==> config.mk <==
export PLATFORM = sky130hd
export DESIGN_NAME = feeder_stroke_sequencer_flat
export DESIGN_NICKNAME = d
export VERILOG_FILES = /design/src/hw/rtl/fss_pkg.sv /design/src/hw/rtl/fss_in_if.sv /design/src/hw/rtl/fss_out_if.sv /design/src/hw/rtl/fss_cfg_regs.sv /design/src/hw/rtl/fss_step.sv /design/src/hw/rtl/feeder_stroke_sequencer.sv /design/src/flat_wrapper.sv
export VERILOG_INCLUDE_DIRS = /design/src /design/src/hw/rtl
export SDC_FILE = /design/constraint.sdc
export NUM_CORES = 1
export LEC_CHECK = 0
export BUFFER_PORTS_ARGS = -buffer_cell sky130_fd_sc_hd__buf_2
export CORE_MARGIN = 8
export CORE_UTILIZATION = 57
export CTS_BUF_LIST = sky130_fd_sc_hd__clkbuf_4 sky130_fd_sc_hd__clkbuf_8 sky130_fd_sc_hd__clkbuf_16
export DETAILED_ROUTE_END_ITERATION = 8
export PLACE_DENSITY_LB_ADDON = 0.05
export SYNTH_ARGS = -nofsm -noshare
export SYNTH_HDL_FRONTEND = slang
export SYNTH_SLANG_ARGS = --single-unit
==> constraint.sdc <==
create_clock -name clk -period 6.6 [get_ports clk]
set_input_delay 1.32 -clock clk [delete_from_list [all_inputs] [get_ports clk]]
set_output_delay 1.32 -clock clk [all_outputs]
set_load 0.02 [all_outputs]
==> src/hw/rtl/feeder_stroke_sequencer_defines.svh <==
// ---------------------------------------------------------------------------
// Feeder stroke sequencer assertion macros
// Shared property wrappers for the sequencer's concurrent checks.
// ---------------------------------------------------------------------------
`ifndef FEEDER_STROKE_SEQUENCER_DEFINES_SVH
`define FEEDER_STROKE_SEQUENCER_DEFINES_SVH

// Same-cycle implication, disabled while reset is asserted
`define FSS_ASSERT_IMP(lbl, clk, rst_n, ante, cons) \
	lbl: assert property (@(posedge clk) disable iff (!rst_n) (ante) |-> (cons)) \
		else $error("fss check failed");

// Next-cycle implication, disabled while reset is asserted
`define FSS_ASSERT_NXT(lbl, clk, rst_n, ante, cons) \
	lbl: assert property (@(posedge clk) disable iff (!rst_n) (ante) |=> (cons)) \
		else $error("fss check failed");

`endif

==> src/hw/rtl/fss_pkg.sv <==
// ---------------------------------------------------------------------------
// Feeder stroke sequencer package
// Mode codes, register indexes, reset values and shared word types.
// ---------------------------------------------------------------------------
`timescale 1ns / 1ps

package fss_pkg;

	// Mode codes carried on cmd_mode and mode_now
	localparam logic [2:0] MODE_OFF     = 3'd0;
	localparam logic [2:0] MODE_READY   = 3'd2;
	localparam logic [2:0] MODE_FEED    = 3'd3;
	localparam logic [2:0] MODE_RETRACT = 3'd4;

	// Configuration register indexes
	localparam int unsigned CFG_IDX_W = 4;
	localparam logic [CFG_IDX_W-1:0] CFG_STROKE  = 4'd0;
	localparam logic [CFG_IDX_W-1:0] CFG_TIMEOUT = 4'd1;
	localparam logic [CFG_IDX_W-1:0] CFG_BACKOFF = 4'd2;
	localparam logic [CFG_IDX_W-1:0] CFG_MARGIN  = 4'd3;

	localparam int unsigned CFG_DATA_W = 20;

	// Register reset values
	localparam logic [19:0] RST_STROKE  = 20'd36864;
	localparam logic [15:0] RST_TIMEOUT = 16'd4000;
	localparam logic [19:0] RST_BACKOFF = 20'd20000;
	localparam logic [19:0] RST_MARGIN  = 20'd4000;

	localparam logic [15:0] STALL_MAX = 16'hFFFF;

	typedef struct packed {
		logic [19:0] stroke_counts;
		logic [15:0] jam_timeout_ticks;
		logic [19:0] jam_backoff_counts;
		logic [19:0] arrival_margin;
	} fss_cfg_t;

	typedef struct packed {
		logic               cmd_valid;
		logic [2:0]         cmd_mode;
		logic signed [31:0] encoder_position;
	} fss_item_t;

	typedef struct packed {
		logic signed [31:0] target_position;
		logic [2:0]         mode_now;
		logic               wheels_on;
		logic               jammed;
	} fss_result_t;

endpackage

==> src/hw/rtl/fss_in_if.sv <==
// ---------------------------------------------------------------------------
// Feeder stroke sequencer input channel
// Valid/ready channel carrying one control tick word.
// ---------------------------------------------------------------------------
`timescale 1ns / 1ps

interface fss_in_if;
	logic               valid;
	logic               ready;
	logic               cmd_valid;
	logic [2:0]         cmd_mode;
	logic signed [31:0] encoder_position;

	modport source (output valid, output cmd_valid, output cmd_mode,
		output encoder_position, input ready);
	modport sink (input valid, input cmd_valid, input cmd_mode,
		input encoder_position, output ready);
endinterface

==> src/hw/rtl/fss_out_if.sv <==
// ---------------------------------------------------------------------------
// Feeder stroke sequencer output channel
// Valid/ready channel carrying one setpoint and status word.
// ---------------------------------------------------------------------------
`timescale 1ns / 1ps

interface fss_out_if;
	logic               valid;
	logic               ready;
	logic signed [31:0] target_position;
	logic [2:0]         mode_now;
	logic               wheels_on;
	logic               jammed;

	modport source (output valid, output target_position, output mode_now,
		output wheels_on, output jammed, input ready);
	modport sink (input valid, input target_position, input mode_now,
		input wheels_on, input jammed, output ready);
endinterface

==> src/hw/rtl/fss_cfg_regs.sv <==
// ---------------------------------------------------------------------------
// Feeder stroke sequencer configuration registers
// Write-only register file for stroke, jam timeout, backoff and margin.
// ---------------------------------------------------------------------------
`timescale 1ns / 1ps

module fss_cfg_regs (
	input  logic                             clk,
	input  logic                             arst_n,
	input  logic                             wr_en,
	input  logic [fss_pkg::CFG_IDX_W-1:0]    wr_index,
	input  logic [fss_pkg::CFG_DATA_W-1:0]   wr_data,
	output fss_pkg::fss_cfg_t                cfg
);
	import fss_pkg::*;

	fss_cfg_t cfg_q;

	// Load the addressed register; drop writes beyond the last one
	always_ff @(posedge clk or negedge arst_n) begin
		if (!arst_n) begin
			cfg_q.stroke_counts      <= RST_STROKE;
			cfg_q.jam_timeout_ticks  <= RST_TIMEOUT;
			cfg_q.jam_backoff_counts <= RST_BACKOFF;
			cfg_q.arrival_margin     <= RST_MARGIN;
		end else if (wr_en) begin
			case (wr_index)
				CFG_STROKE:  cfg_q.stroke_counts      <= wr_data;
				CFG_TIMEOUT: cfg_q.jam_timeout_ticks  <= wr_data[15:0];
				CFG_BACKOFF: cfg_q.jam_backoff_counts <= wr_data;
				CFG_MARGIN:  cfg_q.arrival_margin     <= wr_data;
				default: ;
			endcase
		end
	end

	assign cfg = cfg_q;

endmodule

==> src/hw/rtl/fss_step.sv <==
// ---------------------------------------------------------------------------
// Feeder stroke sequencer step logic
// Mode, setpoint and jam state with the per-tick next-state logic.
// ---------------------------------------------------------------------------
`timescale 1ns / 1ps
`include "feeder_stroke_sequencer_defines.svh"

module fss_step (
	input  logic                 clk,
	input  logic                 arst_n,
	input  logic                 fire,
	input  fss_pkg::fss_cfg_t    cfg,
	input  fss_pkg::fss_item_t   item,
	output fss_pkg::fss_result_t result
);
	import fss_pkg::*;

	logic [2:0]  mode_q;
	logic [2:0]  saved_q;
	logic        first_q;
	logic        jam_q;
	logic [15:0] stall_q;
	logic [31:0] target_q;

	logic [2:0]         mode_in;
	logic [2:0]         mode_d;
	logic [2:0]         saved_d;
	logic               first_d;
	logic               jam_d;
	logic [15:0]        stall_base;
	logic [15:0]        stall_d;
	logic [31:0]        target_d;
	logic signed [33:0] enc_x;
	logic signed [33:0] tgt_x;
	logic signed [33:0] lo_x;
	logic signed [33:0] hi_x;

	// Work out the state after one tick
	always_comb begin
		mode_in    = item.cmd_valid ? item.cmd_mode : mode_q;
		mode_d     = mode_in;
		saved_d    = saved_q;
		first_d    = first_q;
		jam_d      = jam_q;
		stall_base = stall_q;
		stall_d    = stall_q;
		target_d   = target_q;

		if (mode_in == MODE_FEED) begin
			if (first_q) begin
				first_d    = 1'b0;
				jam_d      = 1'b0;
				target_d   = target_q + {12'd0, cfg.stroke_counts};
				stall_base = '0;
			end
			stall_d = (stall_base != STALL_MAX) ? stall_base + 16'd1 : stall_base;
			if (stall_d > cfg.jam_timeout_ticks) begin
				first_d = 1'b1;
				jam_d   = 1'b1;
				mode_d  = MODE_RETRACT;
			end
		end else if (mode_in == MODE_RETRACT) begin
			if (first_q) begin
				first_d  = 1'b0;
				target_d = jam_q ?
					(item.encoder_position - {12'd0, cfg.jam_backoff_counts}) :
					(target_q - {12'd0, cfg.stroke_counts});
			end
		end else begin
			saved_d = mode_in;
		end

		// Arrival windows, compared exactly at 34 bits
		enc_x = {{2{item.encoder_position[31]}}, item.encoder_position};
		tgt_x = {{2{target_d[31]}}, target_d};
		lo_x  = tgt_x - $signed({14'd0, cfg.arrival_margin});
		hi_x  = tgt_x + $signed({14'd0, cfg.arrival_margin});

		if (mode_d == MODE_FEED && enc_x > lo_x) begin
			mode_d  = MODE_READY;
			first_d = 1'b1;
		end
		if (mode_d == MODE_RETRACT && enc_x < hi_x) begin
			mode_d  = jam_d ? MODE_FEED : saved_d;
			first_d = 1'b1;
		end
	end

	// Commit the state when a word moves on
	always_ff @(posedge clk or negedge arst_n) begin
		if (!arst_n) begin
			mode_q   <= MODE_OFF;
			saved_q  <= MODE_OFF;
			first_q  <= 1'b1;
			jam_q    <= 1'b0;
			stall_q  <= '0;
			target_q <= '0;
		end else if (fire) begin
			mode_q   <= mode_d;
			saved_q  <= saved_d;
			first_q  <= first_d;
			jam_q    <= jam_d;
			stall_q  <= stall_d;
			target_q <= target_d;
		end
	end

	assign result.target_position = target_q;
	assign result.mode_now        = mode_q;
	assign result.wheels_on       = (saved_q != MODE_OFF);
	assign result.jammed          = jam_q;

	`FSS_ASSERT_IMP(a_saved_is_idle, clk, arst_n, 1'b1,
		saved_q != MODE_FEED && saved_q != MODE_RETRACT)
	`FSS_ASSERT_NXT(a_hold_without_fire, clk, arst_n, !fire,
		$stable(target_q) && $stable(mode_q) && $stable(jam_q))
	`FSS_ASSERT_IMP(a_jam_needs_fire, clk, arst_n, $rose(jam_q), $past(fire))
	`FSS_ASSERT_IMP(a_ready_clears_first, clk, arst_n,
		fire && mode_d == MODE_READY && mode_in == MODE_FEED, first_d)

endmodule

==> src/hw/rtl/feeder_stroke_sequencer.sv <==
// Feeder stroke sequencer: usage
// in_ch takes one control tick word per accepted handshake: an optional mode
// command (cmd_valid, cmd_mode) and the motor encoder position. out_ch gives
// exactly one result word per tick: the position setpoint, the mode after the
// tick, the wheels-on status and the jam flag.
// Configuration is written through cfg_wr_en / cfg_index / cfg_data while the
// block is idle, a rule for the user that the block does not enforce. Writes
// to an index past the arrival margin are dropped. An accepted tick waits
// in the input register; its result is valid on out_ch once it advances into
// the step registers. Throughput: one tick per cycle while out_ch does not
// stall; the only feedback path is a single compare-and-add step in fss_step.
// Reset clears mode and saved idle mode to wheels off, the setpoint, stall
// count and jam flag to zero, and reloads the register defaults.
// When the receiver stalls, the result word holds and, if the input register
// is empty, one further tick is taken into it; after that in_ch.ready drops.
// ---------------------------------------------------------------------------
// Feeder stroke sequencer top level
// Input register, step logic and result handshake for the feed motor.
// ---------------------------------------------------------------------------
`timescale 1ns / 1ps

module feeder_stroke_sequencer (
	input  logic                           clk,
	input  logic                           arst_n,
	fss_in_if.sink                         in_ch,
	fss_out_if.source                      out_ch,
	input  logic                           cfg_wr_en,
	input  logic [fss_pkg::CFG_IDX_W-1:0]  cfg_index,
	input  logic [fss_pkg::CFG_DATA_W-1:0] cfg_data
);
	import fss_pkg::*;

	fss_cfg_t    cfg;
	fss_item_t   item_s1;
	logic        valid_s1;
	logic        out_valid_q;
	logic        advance;
	fss_result_t result;

	// Move the registered word on when the result slot is free or draining
	assign advance     = valid_s1 && (!out_valid_q || out_ch.ready);
	assign in_ch.ready = !valid_s1 || advance;

	// Hold the accepted word in the input register
	always_ff @(posedge clk or negedge arst_n) begin
		if (!arst_n) begin
			valid_s1 <= 1'b0;
		end else if (in_ch.ready) begin
			valid_s1 <= in_ch.valid;
		end
	end

	always_ff @(posedge clk) begin
		if (in_ch.ready && in_ch.valid) begin
			item_s1.cmd_valid        <= in_ch.cmd_valid;
			item_s1.cmd_mode         <= in_ch.cmd_mode;
			item_s1.encoder_position <= in_ch.encoder_position;
		end
	end

	// Track the result word
	always_ff @(posedge clk or negedge arst_n) begin
		if (!arst_n) begin
			out_valid_q <= 1'b0;
		end else if (advance) begin
			out_valid_q <= 1'b1;
		end else if (out_ch.ready) begin
			out_valid_q <= 1'b0;
		end
	end

	fss_cfg_regs u_cfg (
		.clk      (clk),
		.arst_n   (arst_n),
		.wr_en    (cfg_wr_en),
		.wr_index (cfg_index),
		.wr_data  (cfg_data),
		.cfg      (cfg)
	);

	fss_step u_step (
		.clk    (clk),
		.arst_n (arst_n),
		.fire   (advance),
		.cfg    (cfg),
		.item   (item_s1),
		.result (result)
	);

	assign out_ch.valid           = out_valid_q;
	assign out_ch.target_position = result.target_position;
	assign out_ch.mode_now        = result.mode_now;
	assign out_ch.wheels_on       = result.wheels_on;
	assign out_ch.jammed          = result.jammed;

endmodule
==> src/flat_wrapper.sv <==
// flat-port wrapper written by rule: the top's interface ports become plain ports
module feeder_stroke_sequencer_flat import fss_pkg::*;
  (clk, arst_n, cfg_wr_en, cfg_index, cfg_data, in_ch_valid, in_ch_cmd_valid, in_ch_cmd_mode, in_ch_encoder_position, in_ch_ready, out_ch_valid, out_ch_target_position, out_ch_mode_now, out_ch_wheels_on, out_ch_jammed, out_ch_ready);
  fss_in_if in_ch_i ();
  fss_out_if out_ch_i ();
  input  logic clk;
  input  logic arst_n;
  input  logic cfg_wr_en;
  input  logic [fss_pkg::CFG_IDX_W-1:0] cfg_index;
  input  logic [fss_pkg::CFG_DATA_W-1:0] cfg_data;
  input wire logic [$bits(in_ch_i.valid)-1:0] in_ch_valid;
  input wire logic [$bits(in_ch_i.cmd_valid)-1:0] in_ch_cmd_valid;
  input wire logic [$bits(in_ch_i.cmd_mode)-1:0] in_ch_cmd_mode;
  input wire logic [$bits(in_ch_i.encoder_position)-1:0] in_ch_encoder_position;
  output wire logic [$bits(in_ch_i.ready)-1:0] in_ch_ready;
  output wire logic [$bits(out_ch_i.valid)-1:0] out_ch_valid;
  output wire logic [$bits(out_ch_i.target_position)-1:0] out_ch_target_position;
  output wire logic [$bits(out_ch_i.mode_now)-1:0] out_ch_mode_now;
  output wire logic [$bits(out_ch_i.wheels_on)-1:0] out_ch_wheels_on;
  output wire logic [$bits(out_ch_i.jammed)-1:0] out_ch_jammed;
  input wire logic [$bits(out_ch_i.ready)-1:0] out_ch_ready;
  assign in_ch_i.valid = in_ch_valid;
  assign in_ch_i.cmd_valid = in_ch_cmd_valid;
  assign in_ch_i.cmd_mode = in_ch_cmd_mode;
  assign in_ch_i.encoder_position = in_ch_encoder_position;
  assign in_ch_ready = in_ch_i.ready;
  assign out_ch_valid = out_ch_i.valid;
  assign out_ch_target_position = out_ch_i.target_position;
  assign out_ch_mode_now = out_ch_i.mode_now;
  assign out_ch_wheels_on = out_ch_i.wheels_on;
  assign out_ch_jammed = out_ch_i.jammed;
  assign out_ch_i.ready = out_ch_ready;
  feeder_stroke_sequencer u_core (.clk(clk), .arst_n(arst_n), .in_ch(in_ch_i), .out_ch(out_ch_i), .cfg_wr_en(cfg_wr_en), .cfg_index(cfg_index), .cfg_data(cfg_data));
endmodule
==> results of run 1 <==
-- power by group through the flow --
stage / clock network (W) / registers [W] / logic, W
final: 0.00102 / 0.00160 / 0.00794
after global routing: 0.00107 / 0.00163 / 0.00859
after CTS: 0.00104 / 0.00159 / 0.00752
after detailed placement: 0 / 0.00160 / 0.00735
after global placement: 0 / 0.00159 / 0.00723
after floorplan: 0 / 0.00164 / 0.00450
-- critical path, delay by kind of cell, from the launching register on --
family / cells / cell delay [ps]
compound gates: 16 / 2850
simple gates: 9 / 1760
fa+ha+maj: 3 / 800
buf+inv: 4 / 580
flops: 1 / 430
xor+xnor: 2 / 270
-- cells by family after synthesis --
family | count (synthesis) | synth area share [%]
compound gates | 533 | 21.2
xor+xnor | 131 | 7.06
fa+ha+maj | 188 | 14.7
buf+inv | 210 | 5.08
flops | 170 | 27.5
mux | 67 | 4.56
simple gates | 662 | 19.9
-- registers in the layout, indices dropped and copies added, names as in the netlist --
name / flops
u_core.u_cfg.cfg: 76
u_core.item_s1: 36
u_core.u_step.target_q: 32
u_core.u_step.stall_q: 16
u_core.u_step.mode_q: 3
u_core.u_step.saved_q: 3
u_core.out_ch.valid: 1
u_core.u_step.first_q: 1
u_core.u_step.jam_q: 1
u_core.valid_s1: 1
-- layout make-up --
cell class	instances	area (um^2)
multi-input cells	1581	11400
repair buffers	387	2690
clock buffers	20	472
clock inverters	12	101
fillers	2264	7820
flip-flops and latches	170	4460
well taps	378	473
inverters	129	484
-- per-layer routing --
layer  up-vias  track usage [%]  share of wire, %
met4         0             18.7               5.8
met3       200             4.76               5.7
met1      7785             40.0                40
li1       7654                -                 -
met5         -                0                 0
met2       707             57.1                48
-- stage by stage --
| step | cell area [um^2] | setup TNS, ps | setup WS, ps | cells |
|---|---|---|---|---|
| after floorplan | 16300 | 0 | 15.1 | 1961 |
| after global placement | 18900 | -442 | -198 | 2625 |
| after detailed placement | 18900 | -1060 | -347 | 2625 |
| after CTS | 19700 | -496 | -198 | 2665 |
| after global routing | 20100 | -1740 | -513 | 2677 |
| final | 20100 | -483 | -207 | 2677 |
-- cell usage in the layout, fill, tap and decap left out, types with 8 or more instances in the layout --
cell type  count
dfstp_2       20
a211oi_1      15
or3_1         12
nor2b_1       33
o21ai_0      120
o211ai_1      21
edfxtp_1      36
nand4_1       33
xor2_1        33
nand3b_1       8
a21o_1        47
nor4_1        10
buf_4        280
a21oi_2       24
a21oi_1      136
and3_1        11
nor2_1       148
a31oi_1       14
o21bai_1      17
inv_1        123
clkbuf_16     18
o21a_1        19
buf_2        102
nand2b_1      26
dfrtp_1      110
nor3_1        37
nand2_1      229
o31ai_1       16
o22ai_1       17
nand3_1       38
mux2_2        56
mux2i_1       11
xnor2_1       97
ha_1         175
-- timing repair --
| item | CTS | global route |
|---|---|---|
| pin swaps | 41 | 47 |
| gates cloned | 0 | 0 |
| endpoints found under the setup margin | 4 | 4 |
| buffers inserted | 8 | 12 |
| gates resized for setup | 32 | 68 |
-- worst min path at each step --
stage	startpoint	to	slack, ps
floorplan	u_core.u_step.stall_q[0]	u_core.u_step.stall_q[0]	460
global placement	u_core.valid_s1	u_core.out_ch.valid	480
detailed placement	u_core.u_step.stall_q[0]	u_core.u_step.stall_q[0]	490
CTS	u_core.u_step.stall_q[0]	u_core.u_step.stall_q[0]	510
global route	u_core.u_cfg.cfg[32]	u_core.u_cfg.cfg[32]	530
finish	u_core.u_step.stall_q[0]	u_core.u_step.stall_q[0]	510
==> metrics.txt, run 1 <==
Critical Path Sink Type=flop; Slew Viols, Final=0; Syn Inst Count=1961; fin nets=2539; gr usage total=33.4%; DRC Markers=0; switching pwr=0.00511 W; antenna violations before repair=0; CTS tree=done; Mean Syn Cell Area=8.28 um^2; Clock power frac=9.7%; gpl congestion=0.986; Avg Vias per Cell=6.11; Hold Buf Count CTS=0; EDFF count, synth=36; Total Routed Length=57900 um; first-pass GRT wire length=88700 um; Hold Slack=511 ps; unrepaired setup endpoints after global routing=yes; Hold Crit Class=flop to flop; Layout area overhead=23.9%; Final ANT Viol Nets=0; largest net degree at the start of global routing=86; Iteration-0 DRC Markers=1350; row count=61; Slew headroom=20.7%; Clock Tree Root=clkbuf_16; dominant synthesized flop cell=dfrtp_1; leading area contributor after synthesis=dfrtp_1; YS warnings=0; Flop pwr share=15.2%; top cells by area, synth=dfrtp_1 (18%), ha_1 (14%), edfxtp_1 (6.7%); sequential fraction of the synthesis area=27.5%; area of the die=34100 um^2; critical path class=flop to flop; Clk Latency, worst-skew pair=470 ps; gr ovfl total=0; Port-buffer cells=103; Fin. Hold Viols=0; Slew @ Worst Pin=1190 ps; Final Skew=16.1 ps; synthesized area=16200 um^2; I/O Pins=104; final worst-path cycle share=103%; Via Count=16346; H-tree Lvls=4; top-count cell post-synth=nand2_1; outcome=finished with violations; die height=185 um; required time worst endpoint=6950 ps; wire per inst=21.6 um; worst vdd ir=0.348 mV; die span in x=185 um; worst reg2reg setup slack=-210 ps; slowest CP cell=or4_4; final setup violation count=4; Worst Setup Slack, final=-207 ps; Max Fclk=147 MHz; max_cap viols=0; max incr delay on CP=580 ps; CTS Buffer Depth=2; Worst Reg-to-Reg Cells=34; Critical Path Start=u_core.u_cfg.cfg[57]; asr flop ratio synth=78.8%; fin util=72.0%; Comb power frac=75.2%; vias in the first global route=16303; initial core utilization=58.1%; Placeable Area=27900 um^2; Clock transition at path regs=70 ps; critical path fanouts, max=4; Ant. Diodes=0; worst r2r dst=u_core.u_step.mode_q[2]; Pwr Density=525 nW/um^2; Leakage=9.20 nW; Worst EP arrival=7160 ps; Tmin final=6810 ps; DP HPWL=44500 um; Yosys reg bits=170; worst setup path endpoint=u_core.u_step.mode_q[2]; area share of the largest cell type after synthesis=17.6%; Netlist cell types=95; cell depth of the worst hold path=2; Worst Setup Start Kind=flop; Sw Share=48.3%; first drt pass iteration count=5; syn_nets=2214; synth cell count leaders=nand2_1 (231), ha_1 (183), a21oi_1 (160), nor2_1 (155), o21ai_0 (127); worst r2r src=u_core.u_cfg.cfg[57]; overall power=0.0106 W; failing checks=setup timing; Internal=0.00546 W; layout cells sized above 1=27.1%; CTS Sinks=170; total CTS buffers=17
No activity file was read; power rests on OpenSTA's default activity.
==> run 2: changes to the inputs <==
--- a/config.mk
+++ b/config.mk
@@ -14,4 +14,6 @@
 export PLACE_DENSITY_LB_ADDON = 0.05
 export SYNTH_ARGS = -nofsm -noshare
 export SYNTH_HDL_FRONTEND = slang
+export SYNTH_HIERARCHICAL = 1
 export SYNTH_SLANG_ARGS = --single-unit
+export TNS_END_PERCENT = 5
==> run 2 against run 1 <==
The run still ends with setup timing left. Global-route usage up 0.10 points. Highest routed layer unchanged. Setup slack worse by 280 ps. Cell area up 3.7%. Clock power about the same. Maximum frequency down 4.0%.
==> metrics.txt, run 2 <==
Slew @ Worst Pin=1020 ps; commonest non-fill, non-tap cell in the layout=buf_4; max_cap viols=0; layout cells sized above 1=34.7%; Port-buffer cells=103; Slew headroom=31.8%; Pwr Density=538 nW/um^2; antenna violations before repair=1; CTS Buffer Depth=2; initial core utilization=57.4%; area of the die=34400 um^2; unrepaired setup endpoints after global routing=yes; uppermost layer routed=met4; Critical Path Sink Type=flop; synthesized area=16400 um^2; first drt pass iteration count=5; worst r2r dst=u_core/u_step/mode_q[2]; failing checks=setup timing; Mean Syn Cell Area=9.03 um^2; commonest cells after routing, fill and taps aside=buf_4 (371), ha_1 (175), nor2_1 (144); CTS tree=done; Critical Path Start=u_core/u_cfg/cfg[60]; die height=186 um; Netlist cell types=121; Worst Setup Slack, final=-489 ps; vias in the first global route=15548; Slew Viols, Final=0; Clock transition at path regs=80 ps; gr ovfl total=0; Max Fclk=141 MHz; placed cell area=19700 um^2; outcome=finished with violations; Worst Reg-to-Reg Cells=34; non-filler instance count after layout=2639; Worst Setup Start Kind=flop; Largest register FFs=76; Comb power frac=76.5%; DRC Markers=0; syn_nets=2068; top-count cell post-synth=ha_1; synth cell count leaders=ha_1 (183), nor2_1 (150), a21oi_1 (143), inv_1 (125), dfrtp_1 (114); Hold Slack=508 ps; worst vdd ir=0.322 mV; Syn Inst Count=1815; I/O Pins=104; row count=62; CTS Sinks=170; Fin. Hold Viols=0; Hold Crit Class=flop to flop; total CTS buffers=17; asr flop ratio synth=78.8%; worst reg2reg setup slack=-490 ps; fin nets=2494; critical path fanouts, max=6; gpl congestion=1.02; Clock power frac=9.1%; Clock Tree Root=clkbuf_16; Hold Buf Count CTS=0; required time worst endpoint=6950 ps; worst setup path endpoint=u_core/u_step/mode_q[2]; gr usage total=33.5%; EDFF count, synth=36; top cells by area, synth=dfrtp_1 (17%), ha_1 (14%), edfxtp_1 (6.6%); FF/Latch Area=4460 um^2; Avg Vias per Cell=6.09; Clk Latency, worst-skew pair=470 ps; Leakage=9.51 nW; final worst-path cycle share=107%; leading area contributor after synthesis=dfrtp_1; met2 WL=25700 um; slowest CP cell=or4_4; dominant synthesized flop cell=dfrtp_1; switching pwr=0.00539 W; Final ANT Viol Nets=0; DP HPWL=45900 um; final instance area=20800 um^2; Via Count=16068; filler cell count=2243; worst r2r src=u_core/u_cfg/cfg[60]; worst slack, placed=-861 ps; Internal=0.00582 W; metal3 WL=4890 um; Layout area overhead=27.2%; Worst EP arrival=7440 ps; multi-input gate area in the final layout=11400 um^2; Placeable Area=28500 um^2; area share of the largest cell type after synthesis=17.4%; Tmin final=7090 ps; wire per inst=22.0 um; Flop pwr share=14.4%; critical path class=flop to flop; final setup violation count=4; Sw Share=48.1%; die span in x=186 um; largest net degree at the start of global routing=91; Iteration-0 DRC Markers=1563; first-pass GRT wire length=87800 um; Yosys reg bits=170; H-tree Lvls=4; sequential fraction of the synthesis area=27.2%; max incr delay on CP=510 ps; Total Routed Length=58100 um; Final Skew=17.2 ps; DRT met1 WL=25500 um; CP most frequent cell=o21ai_1; dpl cells=2587; YS warnings=6
run 2: per-stage QoR:
stage               utilization (%)  TNS [ps]  power (W)
detailed placement             69.1     -2980    0.00960
CTS                            71.6     -1650     0.0108
global placement               69.1     -2190    0.00949
finish                         73.0     -1650     0.0112
floorplan                         -         0    0.00638
global route                   73.0     -2820     0.0119
run 2: logic make-up (layout without fill, tap and decap cells):
group	after synthesis	in the layout	synth area share (%)
AO/OA/AOI/OAI	482	482	20.2
buffers and inverters	202	641	5.69
multiplexers	122	122	8.57
XOR/XNOR	134	134	7.16
AND/OR/NAND/NOR	517	517	16.6
flip-flops	170	170	27.2
adder cells (fa/ha/maj)	188	188	14.6
other	0	1	0
run 2: worst max-delay path: cells and delay by family (launching register included):
family                     cells  cell delay, ps
xor gates and xnor gates       2             240
AOI/OAI and AO/OA             18            3700
buffers and inverters          3             460
and+or+nand+nor                8            1380
DFF                            1             440
adders and majority gates      3             730
run 2: area by class of cell:
cell class              instances  area share [%]
diodes                          1          0.0120
flip-flops and latches        170            21.4
inverters                     130            2.34
well taps                     384            2.30
multi-input cells            1443            54.8
repair buffers                479            16.3
clock buffers                  18            2.11
clock inverters                14           0.702
run 2: worst min-delay path by stage:
stage               cells after the start                startpoint  slack (ps)                        to
floorplan                               2  u_core/u_step/saved_q[2]         460  u_core/u_step/saved_q[2]
global placement                        1      u_core/u_cfg/cfg[26]         490      u_core/u_cfg/cfg[26]
detailed placement                      1      u_core/u_cfg/cfg[46]         490      u_core/u_cfg/cfg[46]
CTS                                     1      u_core/u_cfg/cfg[28]         510      u_core/u_cfg/cfg[28]
global route                            1      u_core/u_cfg/cfg[38]         520      u_core/u_cfg/cfg[38]
finish                                  1      u_core/u_cfg/cfg[27]         510      u_core/u_cfg/cfg[27]
run 2: power groups by stage:
stage	registers [W]	logic, W	clock network [W]
after global placement	0.00160	0.00789	0
after CTS	0.00160	0.00813	0.00105
after global routing	0.00164	0.00922	0.00108
after floorplan	0.00167	0.00472	0
final	0.00161	0.00858	0.00102
after detailed placement	0.00162	0.00798	0
run 2: per-layer routing:
metal / GRT usage [%] / vias to the layer above
li1: - / 7437
met1: 46.0 / 7770
met2: 51.8 / 757
met3: 6.77 / 104
met4: 11.9 / 0
met5: 0 / -
run 2: what timing repair did:
item                                    4_1_cts  5_1_grt
resized for setup                            31       72
buffers inserted                              6       13
endpoints found under the setup margin        4        4
pin swaps                                    23       40
endpoints found under the hold margin         0        0
